<file path="src/rtl/core/ddm_pkg.sv">
// Package for the differential drive mixer: payload structs, configuration
// and state records, mode and register index codes, and fixed thresholds.
// No dependencies; every other file of the block imports it.
package ddm_pkg;

   // Mode switch thresholds in mode channel counts.
   localparam logic [15:0] MANUAL_BELOW = 16'd5000;
   localparam logic [15:0] ASSIST_ABOVE = 16'd5500;
   localparam logic [15:0] ASSIST_BELOW = 16'd6500;
   localparam logic [15:0] AUTO_ABOVE   = 16'd7000;

   // Configuration reset values.
   localparam logic [15:0] STEER_CENTER_RST      = 16'd6000;
   localparam logic [15:0] THROTTLE_CENTER_RST   = 16'd6000;
   localparam logic [15:0] REVERSE_THRESHOLD_RST = 16'd900;
   localparam logic [13:0] MOTOR_LIMIT_RST       = 14'h07E0;
   localparam logic [15:0] RAMP_HOLD_END_RST     = 16'd4000;
   localparam logic [15:0] RAMP_RISE_END_RST     = 16'd2000;

   localparam int CSR_ADDR_W = 3;
   localparam int CSR_DATA_W = 16;

   typedef enum logic [1:0] {
      MODE_MANUAL   = 2'd0,
      MODE_ASSISTED = 2'd1,
      MODE_AUTO     = 2'd2
   } mode_type;

   typedef enum logic [CSR_ADDR_W-1:0] {
      CSR_STEER_CENTER      = 3'd0,
      CSR_THROTTLE_CENTER   = 3'd1,
      CSR_REVERSE_THRESHOLD = 3'd2,
      CSR_MOTOR_LIMIT       = 3'd3,
      CSR_RAMP_HOLD_END     = 3'd4,
      CSR_RAMP_RISE_END     = 3'd5
   } csr_index_type;

   typedef struct packed {
      logic [15:0] steer_channel;
      logic [15:0] throttle_channel;
      logic [15:0] mode_channel;
      logic [15:0] reverse_sensor;
      logic        ms_tick;
   } req_type;

   typedef struct packed {
      logic [13:0] left_drive;
      logic [13:0] right_drive;
      logic [1:0]  drive_mode;
      logic        reverse_active;
   } rsp_type;

   typedef struct packed {
      logic [15:0] steer_center;
      logic [15:0] throttle_center;
      logic [15:0] reverse_threshold;
      logic [13:0] motor_limit;
      logic [15:0] ramp_hold_end;
      logic [15:0] ramp_rise_end;
   } cfg_type;

   typedef struct packed {
      mode_type    mode;
      logic [15:0] ramp_timer;
      logic        ramp_started;
      logic [15:0] ramp_value;
   } state_type;

endpackage

</file>
<file path="src/rtl/core/ddm_core.sv">
// Combinational mixing datapath: mode decode, autonomous ramp, reverse
// mirroring and left/right drive mixing with saturation.
// Depends on ddm_pkg.
module ddm_core
   import ddm_pkg::*;
(
   input  req_type   item,
   input  state_type cur,
   input  cfg_type   cfg,
   output state_type nxt,
   output rsp_type   result
);

   logic [15:0] timer_adv;
   logic [15:0] timer_eff;
   mode_type    mode_new;
   logic        rev;
   logic [15:0] ramp_new;
   logic [15:0] sv;
   logic [15:0] thr_sel;
   logic [15:0] thr;
   logic [15:0] half;
   logic [15:0] sum_plus;
   logic [15:0] sum_minus;
   logic [13:0] left_raw;
   logic [13:0] right_raw;
   logic        steer_high;

   // Timer advances by the tick first, then mode and reverse flag update.
   always_comb begin
      timer_adv = cur.ramp_timer + {15'd0, item.ms_tick};
      rev       = item.reverse_sensor > cfg.reverse_threshold;
      mode_new  = cur.mode;
      if (item.mode_channel < MANUAL_BELOW) begin
         mode_new = MODE_MANUAL;
      end else if (item.mode_channel > ASSIST_ABOVE && item.mode_channel < ASSIST_BELOW) begin
         mode_new = MODE_ASSISTED;
      end else if (item.mode_channel > AUTO_ABOVE) begin
         mode_new = MODE_AUTO;
      end
   end

   // Autonomous ramp: zero the timer on first entry, then rise, hold, fall.
   always_comb begin
      timer_eff = (mode_new == MODE_AUTO && !cur.ramp_started) ? 16'd0 : timer_adv;
      ramp_new  = cur.ramp_value;
      if (timer_eff >= cfg.ramp_hold_end) begin
         if (cur.ramp_value <= cfg.throttle_center) begin
            ramp_new = cfg.throttle_center;
         end else begin
            ramp_new = {cfg.throttle_center[14:0], 1'b0} - timer_eff;
         end
      end else if (timer_eff <= cfg.ramp_rise_end) begin
         ramp_new = cfg.throttle_center + timer_eff;
      end
   end

   // Next state: ramp flag and level move only in auto mode; the timer always ticks.
   always_comb begin
      nxt.mode = mode_new;
      if (mode_new == MODE_AUTO) begin
         nxt.ramp_timer   = timer_eff;
         nxt.ramp_started = 1'b1;
         nxt.ramp_value   = ramp_new;
      end else begin
         nxt.ramp_timer   = timer_adv;
         nxt.ramp_started = cur.ramp_started;
         nxt.ramp_value   = cur.ramp_value;
      end
   end

   // Select sources, mirror throttle on reverse, and mix half the steer offset.
   always_comb begin
      if (mode_new == MODE_AUTO) begin
         sv      = cfg.steer_center;
         thr_sel = ramp_new;
      end else begin
         sv      = item.steer_channel;
         thr_sel = item.throttle_channel;
      end
      thr = rev ? ({cfg.throttle_center[14:0], 1'b0} - thr_sel) : thr_sel;

      steer_high = sv >= cfg.steer_center;
      half       = steer_high ? ((sv - cfg.steer_center) >> 1)
                              : ((cfg.steer_center - sv) >> 1);
      sum_plus   = thr + half;
      sum_minus  = thr - half;
      left_raw   = steer_high ? sum_minus[15:2] : sum_plus[15:2];
      right_raw  = steer_high ? sum_plus[15:2] : sum_minus[15:2];

      result.left_drive     = (left_raw > cfg.motor_limit) ? cfg.motor_limit : left_raw;
      result.right_drive    = (right_raw > cfg.motor_limit) ? cfg.motor_limit : right_raw;
      result.drive_mode     = mode_new;
      result.reverse_active = rev;
   end

endmodule

</file>
<file path="src/rtl/core/differential_drive_mixer_top.sv">
// Stages: input register, mixing logic, result register.
// Throughput: one transaction per cycle while the result side does not stall.
// The input side keeps accepting while a result waits, until the input register is full.
// Reset is synchronous and active high: it empties both stages, sets manual mode,
// clears the ramp timer and start flag, and restores the config and ramp level reset values.
// Top level of the differential drive mixer; depends on ddm_pkg and ddm_core.
module differential_drive_mixer_top
   import ddm_pkg::*;
(
   input  logic                  clock,
   input  logic                  reset,
   input  logic                  req_valid,
   output logic                  req_stall,
   input  req_type               req_data,
   output logic                  rsp_valid,
   input  logic                  rsp_stall,
   output rsp_type               rsp_data,
   input  logic                  csr_we,
   input  logic [CSR_ADDR_W-1:0] csr_addr,
   input  logic [CSR_DATA_W-1:0] csr_wdata
);

   logic      s1_valid_ff;
   logic      s1_valid_in;
   req_type   s1_data_ff;
   logic      rsp_valid_ff;
   logic      rsp_valid_in;
   rsp_type   rsp_data_ff;
   cfg_type   cfg_ff;
   cfg_type   cfg_in;
   state_type state_ff;
   state_type state_in;
   state_type state_calc;
   rsp_type   result;
   logic      rsp_advance;
   logic      s1_advance;
   logic      req_accept;

   // Handshake: the result register frees when empty or being taken.
   assign rsp_advance = !rsp_valid_ff || !rsp_stall;
   assign s1_advance  = s1_valid_ff && rsp_advance;
   assign req_stall   = s1_valid_ff && !rsp_advance;
   assign req_accept  = req_valid && !req_stall;
   assign rsp_valid   = rsp_valid_ff;
   assign rsp_data    = rsp_data_ff;

   ddm_core u_core (
      .item   (s1_data_ff),
      .cur    (state_ff),
      .cfg    (cfg_ff),
      .nxt    (state_calc),
      .result (result)
   );

   // Stage valid bits.
   always_comb begin
      s1_valid_in  = req_accept ? 1'b1 : (s1_advance ? 1'b0 : s1_valid_ff);
      rsp_valid_in = s1_advance ? 1'b1 : (rsp_valid_ff && rsp_stall);
   end

   // Configuration writes; a throttle center write reloads the ramp before it starts.
   always_comb begin
      cfg_in   = cfg_ff;
      state_in = s1_advance ? state_calc : state_ff;
      if (csr_we) begin
         unique case (csr_addr)
            CSR_STEER_CENTER:      cfg_in.steer_center      = csr_wdata;
            CSR_THROTTLE_CENTER: begin
               cfg_in.throttle_center = csr_wdata;
               if (!state_ff.ramp_started) begin
                  state_in.ramp_value = csr_wdata;
               end
            end
            CSR_REVERSE_THRESHOLD: cfg_in.reverse_threshold = csr_wdata;
            CSR_MOTOR_LIMIT:       cfg_in.motor_limit       = csr_wdata[13:0];
            CSR_RAMP_HOLD_END:     cfg_in.ramp_hold_end     = csr_wdata;
            CSR_RAMP_RISE_END:     cfg_in.ramp_rise_end     = csr_wdata;
            default: ;
         endcase
      end
   end

   // Control, configuration and state registers.
   always_ff @(posedge clock) begin
      if (reset) begin
         s1_valid_ff              <= 1'b0;
         rsp_valid_ff             <= 1'b0;
         cfg_ff.steer_center      <= STEER_CENTER_RST;
         cfg_ff.throttle_center   <= THROTTLE_CENTER_RST;
         cfg_ff.reverse_threshold <= REVERSE_THRESHOLD_RST;
         cfg_ff.motor_limit       <= MOTOR_LIMIT_RST;
         cfg_ff.ramp_hold_end     <= RAMP_HOLD_END_RST;
         cfg_ff.ramp_rise_end     <= RAMP_RISE_END_RST;
         state_ff.mode            <= MODE_MANUAL;
         state_ff.ramp_timer      <= 16'd0;
         state_ff.ramp_started    <= 1'b0;
         state_ff.ramp_value      <= THROTTLE_CENTER_RST;
      end else begin
         s1_valid_ff  <= s1_valid_in;
         rsp_valid_ff <= rsp_valid_in;
         cfg_ff       <= cfg_in;
         state_ff     <= state_in;
      end
   end

   // Payload registers.
   always_ff @(posedge clock) begin
      if (req_accept) begin
         s1_data_ff <= req_data;
      end
      if (s1_advance) begin
         rsp_data_ff <= result;
      end
   end

`ifndef SYNTHESIS
   // Input is held off only while the input register is occupied.
   a_stall_needs_item: assert property (@(posedge clock) disable iff (reset)
      req_stall |-> s1_valid_ff)
      else $error("req_stall raised with empty input register");

   // An item leaving the input register lands in the result register.
   a_advance_fills_rsp: assert property (@(posedge clock) disable iff (reset)
      s1_advance |=> rsp_valid_ff)
      else $error("advanced item did not reach result register");

   // Once started, the ramp never re-arms.
   a_ramp_sticky: assert property (@(posedge clock) disable iff (reset)
      state_ff.ramp_started |=> state_ff.ramp_started)
      else $error("ramp start flag cleared");

   // A delivered autonomous result implies the ramp has started.
   a_auto_started: assert property (@(posedge clock) disable iff (reset)
      rsp_valid_ff && rsp_data_ff.drive_mode == MODE_AUTO |-> state_ff.ramp_started)
      else $error("autonomous result without ramp start");
`endif

endmodule

</file>
<file path="config.mk">
export PLATFORM = sky130hd
export DESIGN_NAME = differential_drive_mixer_top
export DESIGN_NICKNAME = d
export VERILOG_FILES = /design/src/rtl/core/ddm_pkg.sv /design/src/rtl/core/ddm_core.sv /design/src/rtl/core/differential_drive_mixer_top.sv
export SDC_FILE = /design/constraint.sdc
export NUM_CORES = 1
export LEC_CHECK = 0
export ABC_AREA = 1
export ABC_CLOCK_PERIOD_IN_PS = 21700
export BUFFER_PORTS_ARGS = -buffer_cell sky130_fd_sc_hd__buf_2
export CORE_AREA = 2 2 264 266
export DETAILED_ROUTE_END_ITERATION = 6
export DIE_AREA = 0 0 266 268
export PLACE_DENSITY = 0.48
export REMOVE_ABC_BUFFERS = 1
export SLEW_MARGIN = 20
export SYNTH_ARGS = -nofsm -noshare
export SYNTH_HDL_FRONTEND = slang
export SYNTH_SLANG_ARGS = --single-unit
</file>
<file path="constraint.sdc">
create_clock -name clock -period 21.7 [get_ports clock]
set_input_delay 1.085 -clock clock [delete_from_list [all_inputs] [get_ports clock]]
set_output_delay 1.085 -clock clock [all_outputs]
set_load 0.005 [all_outputs]
</file>
Yosys cells after proc, flatten, opt, wreduce, memory -nomap -nowiden
Index checks and enable logic that the tools add are counted.
{"block": "classes", "n_reduce_logical": 21, "eq_ne": 6, "multipliers": 0, "shift": 0, "order_cmp": 11, "muxes": 23, "n_bitwise": 0, "addsub": 8, "div": 0}
{"cell": "16-bit 2-to-1 mux", "count": 11}
{"cell": "16-bit subtractor", "count": 5}
{"cell": "14-bit 2-to-1 mux", "count": 4}
{"cell": "33-bit 2-to-1 mux", "count": 1}
{"cell": "16-bit adder", "count": 2}
{"cell": "16-bit greater-or-equal comparator", "count": 2}
{"cell": "16-bit by 13-bit greater-than comparator with 1-bit output, second input constant", "count": 2}
{"cell": "16-bit less-or-equal comparator", "count": 2}
{"cell": "16-bit by 13-bit < comparator with 1-bit output, second input constant", "count": 2}
{"cell": "14-bit greater-than comparator", "count": 2}
{"cell": "16-bit by 1-bit adder with 16-bit output", "count": 1}
{"cell": "16-bit greater-than comparator", "count": 1}
{"cell": "15-bit 2-to-1 mux", "count": 1}
{"cell": "2-bit AND reduction", "count": 7}
{"cell": "3-bit by 2-bit equality test with 1-bit output, second input constant", "count": 2}
{"cell": "3-bit equality test, second input constant", "count": 2}
{"cell": "1-bit logical AND", "count": 6}
{"cell": "2-bit 2-to-1 mux", "count": 3}
{"cell": "1-bit zero test", "count": 5}
{"cell": "3-bit by 1-bit equality test with 1-bit output, second input constant", "count": 1}
{"cell": "3-bit zero test", "count": 1}
{"cell": "1-bit 2-to-1 mux", "count": 3}
{"cell": "2-bit equality test, second input constant", "count": 1}
{"cell": "2-bit nonzero test", "count": 1}
{"cell": "1-bit logical OR", "count": 1}
{"block": "word_totals", "latchBits": 0, "ram_bits": 0, "word_cells": 90, "romBits": 0, "ff_bits": 227, "mem_count": 0}

Longest topological paths before layout
Gate-level depths: netlist (run 1).
{"block": "logic_depth", "depth_word": 17, "depth_mapped": 71}

Cells and area by module
Synthesis (run 1) repeated with hierarchy kept, for this count alone.
{"block": "hier_totals", "cells_unflattened": 2462, "area_unflattened_um2": 17545.6}
{"mod": "ddm_core", "area_per_inst_um2": 9808.2, "n_inst": 1, "cells_each": 1730, "seq_area_each_um2": 0.0}
{"mod": "differential_drive_mixer_top", "area_per_inst_um2": 7737.4, "n_inst": 1, "cells_each": 732, "seq_area_each_um2": 5505.3}

Worst setup path before layout (run 1)
OpenSTA, ideal clock, no wires.
{"block": "synth_path", "kind": "reg-to-reg", "startpoint": "reg s1_data_ff[0] (netlist name)", "endpoint": "reg rsp_data_ff (netlist bit rsp_data[6]), data pin", "t_required_ns": 21.438, "arrival_time_ns": 8.173, "setup_ns": 0.262, "path_stages_with_launch": 66, "setup_slack_ns": 13.265, "n_path_buf": 4, "path_cell_list": "edfxtp_1 > ha_1 > ha_1 > nand3_1 > nor2_1 > nand2_1 > nor2_1 > nand2_1 > nor2_1 > inv_1 > nor2_1 > inv_1 > nor2_1 > inv_1 > nor2_1 > nand3_1 > xnor2_1 > nand2_1 > (+30 left out) > ha_1 > clkbuf_1 > inv_1 > a21oi_1 > o21ai_0 > a21oi_1 > xor2_1 > o21ai_1 > inv_1 > ha_1 > nand2_1 > inv_1 > a221oi_1 > o21ai_0 > nand2_1 > clkbuf_1 > buf_2 > o21ai_0"}
{"item": "start, declared", "line": "differential_drive_mixer_top.sv:25", "text": "req_type s1_data_ff;"}
{"item": "start signal, assigned", "line": "differential_drive_mixer_top.sv:109", "text": "s1_data_ff <= req_data;"}
{"item": "end signal, assigned", "line": "differential_drive_mixer_top.sv:112", "text": "rsp_data_ff <= result;"}
{"item": "end, declared", "line": "differential_drive_mixer_top.sv:28", "text": "rsp_type rsp_data_ff;"}

==> results of run 1 <==
==> routing by layer <==
layer | track usage, % | up-vias | part of all wire (%)
met5 | 0 | - | 0.022
met4 | 4.84 | 2 | 3.0
met3 | 2.14 | 79 | 4.5
met2 | 27.1 | 386 | 45
met1 | 22.2 | 7272 | 47
li1 | - | 7940 | -
==> cells by family after synthesis <==
kind of cell | Yosys count | share of synthesized area, %
AOI/OAI and AO/OA | 627 | 20.7
xor gates and xnor gates | 59 | 3.05
adders and majority gates | 198 | 14.9
buffers and inverters | 420 | 9.34
DFF | 227 | 32.5
muxes | 10 | 0.591
and+or+nand+nor | 758 | 18.9
==> cell type report <==
type	instances	area (um^2)	area share (%)
flip-flops and latches	227	5510	28.2
clock buffers	37	808	4.14
inverters	349	1310	6.71
clock inverters	19	267	1.36
multi-input cells	1652	9850	50.4
well taps	882	1100	5.65
repair buffers	132	688	3.52
==> placed cells by master, fill, tap and decap left out, drive strengths merged, types with 35 or more instances in the layout <==
cell type and count:
o21ai 265, inv 345, ha 193, o211ai 35
dfxtp 131, nand3 105, buf 132, nand2 443
nor2 142, clkbuf 37, xor2 46, edfxtp 96
a21oi 241
==> where the power goes <==
part / switching (mW) / internal [mW]
clock network: 0.217 / 0.326
registers: 0.0182 / 0.525
logic: 1.00 / 0.496
==> critical path: cells and delay by family (launching register included) <==
kind	cells	cell delay (ns)
flops	1	0.33
compound gates	16	2.72
fa+ha+maj	6	1.71
buf+inv	11	1.55
xor+xnor	1	0.13
simple gates	34	4.41
==> flip-flops by register name, indices dropped and copies added, names as in the netlist <==
| signal | cells |
|---|---|
| s1_data_ff | 65 |
| cfg_ff | 94 |
| state_ff | 35 |
| rsp_data | 31 |
| s1_valid_ff | 1 |
| rsp_valid | 1 |
==> final timing paths <==
| kind | startpoint | to | slack (ns) |
|---|---|---|---|
| setup / recovery | state_ff[17]$_SDFFE_PP0P_ | rsp_data[17]$_DFFE_PP_ | 10.56 |
| hold / removal | state_ff[33]$_SDFFE_PP0P_ | state_ff[33]$_SDFFE_PP0P_ | 0.46 |
| setup reg to reg | state_ff[17]$_SDFFE_PP0P_ | rsp_data[17]$_DFFE_PP_ | 10.56 |
| hold reg to reg | state_ff[33]$_SDFFE_PP0P_ | state_ff[33]$_SDFFE_PP0P_ | 0.46 |
==> results.ini, run 1 <==
[sta]
post-route-min-period_ns=11.14
worst_slew_pin_slew_ns=1.02
post-route-period-util_pct=51.3
fmax_ghz=0.0898
final_critical_path_setup_slack_ns=10.56
drv_slew=0
number_of_hold_violations_in_the_final_report=0
worst_slew_margin_rel_pct=31.9
grt_setup_unrepaired=no
finalSetupTns_ns=0
hold-worst-slack_ns=0.463
final-setup-viol-count=0
fin_worst_skew_ns=0.0385

[worst_setup_path]
critical_path.most_common_cell=sky130_fd_sc_hd__nand2_1
worstSetupStartpointType=flip-flop
worst_stage_delay_on_the_critical_path_ns=0.47
rr_worst_depth=68
criticalPathCategory=flip-flop to flip-flop
crit_fanout=22
wp_data_arrival_ns=11.45
critical_path.slowest_cell=sky130_fd_sc_hd__nand2_1
cp-end-kind=flip-flop
critical_path_required_ns=22.01

[layout]
antennaDiodeCount=0
layout.core_utilization_pct=28.6
final_area_um2=19500
instances_no_fill=3298
fillCellCount=7439
final_layout_size_suffix_gt1_share_pct=9.48
final_nets=2679
flow.area_growth_from_synthesis_pct=15.4

[synthesis]
synth_ff_type=sky130_fd_sc_hd__dfxtp_1
synth_edf_count=96
netlist-cell-type-count=55
synth_seq_area_share_pct=32.5
syn_area_um2=16900
synth_most_common_cell=sky130_fd_sc_hd__nand2_1
post-synth-top-area-fraction_pct=17.0
synthesis.area_per_instance_um2=7.36
synth_warnings=0
synthTopCellsByCount=sky130_fd_sc_hd__nand2_1 (436), sky130_fd_sc_hd__inv_1 (341), sky130_fd_sc_hd__o21ai_0 (246), sky130_fd_sc_hd__a21oi_1 (237), sky130_fd_sc_hd__ha_1 (193)
post_synth_inst_count=2299
yosys_register_bits=227
synth.area.top_cells=sky130_fd_sc_hd__edfxtp_1 (17%), sky130_fd_sc_hd__dfxtp_1 (15%), sky130_fd_sc_hd__ha_1 (14%)
async_flop_share_pct=0
library_cell_with_the_largest_summed_area_after_synthesis=sky130_fd_sc_hd__edfxtp_1

[floorplanning]
ioPinCount=122
floorplan.rows=96
design.die.area_um2=71300
die_height_um=268
coreArea_um2=68200
initial_utilization_pct=24.8
die_width_um=266

[global_routing]
grt_max_degree=75
first_global_vias=15300
grt_first_pass_wirelength_um=89900
antenna_found_initial=5
groute.usage.overall_pct=16.4
globalRoute.totalOverflow=0

[clock_network]
numClockSinks=227
tritoncts=yes
clk_pin_slew_ns=0.06
cts.root.buffer_cell=sky130_fd_sc_hd__clkbuf_16
clkLatencyLatePin_ns=0.62
h_tree_level_count=1
cts_resized=0
cts_setup_buffers=0
cts_hold_repair.buffers=0
clockBufferDepth=3
tritoncts.num_buffers=30

[placed_design]
detailed_place_hpwl_um=46300
placed_cells_incl_taps=3242
placedInstanceArea_um2=18500
io_buffers=121
place_worst_setup_slack_ns=10.64
final_weighted_congestion_in_routability_driven_placement=0.891

[drt]
post_drt_wl_per_cell_um=17.9
drtAntennaViolNets=0
drt_first_pass_iters=5
drtIter0Drc=1092
via_count=15700
drt_wl_total_um=58900
route.detailed.vias_per_inst=4.75
drc=0

[run]
max_capacitance_violation_count=0

[pwr]
vdd_ir_drop_max_mv=0.0778
leakage_nw=9.24
post-layout-total-power_mw=2.59
pwr_density_cell_nw_per_um2=132

[status]
run_status=finished clean

[worst_hold_path]
hold_class=flip-flop to flip-flop
hold_critical_path_depth=2

No activity file was read; power rests on OpenSTA's default activity.
==> inputs of run 2 (changes only) <==
ABC_CLOCK_PERIOD_IN_PS = 10960   (was 21700)
clock period = 10.96 ns   (was 21.7 ns; I/O delays follow)
==> run 2 against run 1 <==
Effect of this change:
- hold slack worse by 0.36 ns
- clock-buffer cell count up 9
- final cell count up 0.24%
- total power up 98%
- global-route usage about the same
- die area unchanged
- worst setup slack worse by 9.5 ns
- critical endpoint is now rsp_data[20]$_DFFE_PP_
==> results.ini, run 2 (same netlist as run 1, synthesis figures left out) <==
[clock_network]
numClockSinks=227  ; unchanged
cts_hold_repair.buffers=0  ; unchanged
cts.root.buffer_cell=sky130_fd_sc_hd__clkbuf_16
cts_resized=0  ; unchanged
tritoncts.num_buffers=30  ; unchanged
cts_setup_buffers=0  ; unchanged
h_tree_level_count=1  ; unchanged
clockBufferDepth=3  ; unchanged
tritoncts=yes
clk_pin_slew_ns=0.06  ; about the same
clkLatencyLatePin_ns=0.62  ; about the same

[sta]
number_of_hold_violations_in_the_final_report=0  ; unchanged
fin_worst_skew_ns=0.0385  ; -0.0000505 ns
hold-worst-slack_ns=0.0997  ; -0.363 ns
final-setup-viol-count=0  ; unchanged
finalSetupTns_ns=0  ; unchanged
fmax_ghz=0.101  ; +12%
post-route-period-util_pct=90.4  ; +39 points
post-route-min-period_ns=9.91  ; -1.23 ns
worst_slew_margin_rel_pct=29.2  ; -2.6 points
grt_setup_unrepaired=no
final_critical_path_setup_slack_ns=1.05  ; -9.51 ns
drv_slew=0  ; unchanged
worst_slew_pin_slew_ns=1.06  ; +0.0396 ns

[drt]
via_count=15800  ; +1.1%
post_drt_wl_per_cell_um=17.9  ; +0.44%
drc=0  ; unchanged
drt_wl_total_um=59300  ; +0.69%
route.detailed.vias_per_inst=4.79  ; +0.83%
drtIter0Drc=1113  ; +1.9%
drt_first_pass_iters=6  ; +1
drtAntennaViolNets=0  ; unchanged

[pwr]
vdd_ir_drop_max_mv=0.176  ; +130%
leakage_nw=9.27  ; +0.29%
clkPwrFrac_pct=20.0  ; -1.0 points
power.share.switching_pct=48.1  ; +0.21 points
intPower_mw=2.66  ; +97%
pwr_density_cell_nw_per_um2=262  ; +98%
post-layout-total-power_mw=5.13  ; +98%
comb_power_share_pct=59.0  ; +1.0 points
seq_power_share_pct=21.0  ; about the same
net-switching-power_mw=2.47  ; +99%

[worst_hold_path]
hold_path.startpoint=req_data[4]
hold_class=primary input to flip-flop
min_delay_worst_endpoint=s1_data_ff[4]$_DFFE_PP_
hold_critical_path_depth=1  ; -1

[worst_setup_path]
crit-reg2reg-capture=rsp_data[20]$_DFFE_PP_
crit_fanout=13  ; -41%
critical_path_required_ns=11.28  ; -10.73 ns
criticalPathCategory=flip-flop to flip-flop
rr_worst_depth=69  ; +1.5%
cp-end-kind=flip-flop
critical_path.most_common_cell=sky130_fd_sc_hd__nand2_1
reg2reg_slack_ns=1.05  ; -9.51 ns
worst_r2r_startpoint=s1_data_ff[0]$_DFFE_PP_
wp_data_arrival_ns=10.24  ; -1.21 ns
worstSetupStartpointType=flip-flop
critical_path.slowest_cell=sky130_fd_sc_hd__fa_1
worst_stage_delay_on_the_critical_path_ns=0.44  ; -0.03 ns

[layout]
max_flop_register=cfg_ff
mostFrequentLayoutCells=sky130_fd_sc_hd__nand2_1 (436), sky130_fd_sc_hd__inv_1 (338), sky130_fd_sc_hd__o21ai_0 (246), sky130_fd_sc_hd__a21oi_1 (237), sky130_fd_sc_hd__ha_1 (193)
final_layout_size_suffix_gt1_share_pct=9.57  ; +0.096 points
largestRegisters=cfg_ff x94, s1_data_ff x65, state_ff x35
flow.area_growth_from_synthesis_pct=15.5  ; about the same
final_nets=2686  ; +0.26%
layout.cells.most_common=sky130_fd_sc_hd__nand2_1
fillCellCount=7497  ; +0.78%
largest_reg_flops=94  ; unchanged

[global_routing]
groute.usage.overall_pct=16.4  ; +0.040 points
grt_max_degree=82  ; +9.3%
grt_first_pass_wirelength_um=90400  ; +0.49%
globalRoute.totalOverflow=0  ; unchanged
antenna_found_initial=5  ; unchanged
first_global_vias=15300  ; +0.44%

[status]
run_status=finished clean

[placed_design]
io_buffers=121  ; unchanged
detailed_place_hpwl_um=47000  ; +1.4%
place_worst_setup_slack_ns=1.19  ; -9.44 ns
final_weighted_congestion_in_routability_driven_placement=0.918  ; +3.1%

[floorplanning]
die_width_um=266  ; unchanged
design.die.area_um2=71300  ; unchanged
floorplan.rows=96  ; unchanged
die_height_um=268  ; unchanged
initial_utilization_pct=24.8  ; unchanged
ioPinCount=122  ; unchanged
coreArea_um2=68200  ; unchanged

[run]
max_capacitance_violation_count=0  ; unchanged

## run 2: cell type report
| cell class | instances | area [um^2] | area share, % |
|---|---|---|---|
| Sequential cell | 227 | 5510 | 28.2 |
| Inverter | 349 | 1310 | 6.71 |
| Multi-Input combinational cell | 1652 | 9850 | 50.4 |
| Clock buffer | 46 | 926 | 4.74 |
| Antenna cell | 1 | 2.50 | 0.0128 |
| Tap cell | 882 | 1100 | 5.65 |
| Timing Repair Buffer | 139 | 741 | 3.79 |
| Clock inverter | 10 | 104 | 0.531 |
## run 2: power by group through the flow
stage,clock [mW],combinational [mW],sequential (mW)
3_3_place_gp,0,2.97,1.09
2_1_floorplan,0,2.09,1.09
6_report,1.03,3.02,1.08
3_5_place_dp,0,3.01,1.10
4_1_cts,1.05,3.02,1.08
5_1_grt,1.08,3.43,1.09
## run 2: worst max-delay path by stage
stage | from | endpoint | cells past startpoint
after global placement | s1_data_ff[0]$_DFFE_PP_ | rsp_data[24]$_DFFE_PP_ | 70
after detailed placement | s1_data_ff[0]$_DFFE_PP_ | rsp_data[20]$_DFFE_PP_ | 70
after floorplan | s1_data_ff[27]$_DFFE_PP_ | rsp_data[3]$_DFFE_PP_ | 43
after global routing | s1_data_ff[0]$_DFFE_PP_ | rsp_data[24]$_DFFE_PP_ | 70
final | s1_data_ff[0]$_DFFE_PP_ | rsp_data[20]$_DFFE_PP_ | 69
after CTS | s1_data_ff[0]$_DFFE_PP_ | rsp_data[20]$_DFFE_PP_ | 70
## run 2: per-stage QoR
stage | utilization, % | area [um^2] | instances
floorplan | - | 16700 | 2228
global placement | 27.1 | 18500 | 3249
detailed placement | 27.1 | 18500 | 3249
CTS | 28.6 | 19500 | 3305
global route | 28.6 | 19500 | 3306
finish | 28.6 | 19500 | 3306
## run 2: critical path: cells and delay by family, from the launching register on
family	cells	cell delay, ns
compound gates	16	2.49
xor+xnor	1	0.13
fa+ha+maj	6	1.70
buf+inv	11	1.07
flops	1	0.35
simple gates	35	3.88
## run 2: routing by layer
metal	vias to the layer above	share of wire (%)	global-route usage, %
li1	7936	-	-
met1	7438	46	21.8
met2	384	46	27.8
met3	87	4.6	1.87
met4	2	3.3	5.18
met5	-	0.022	0
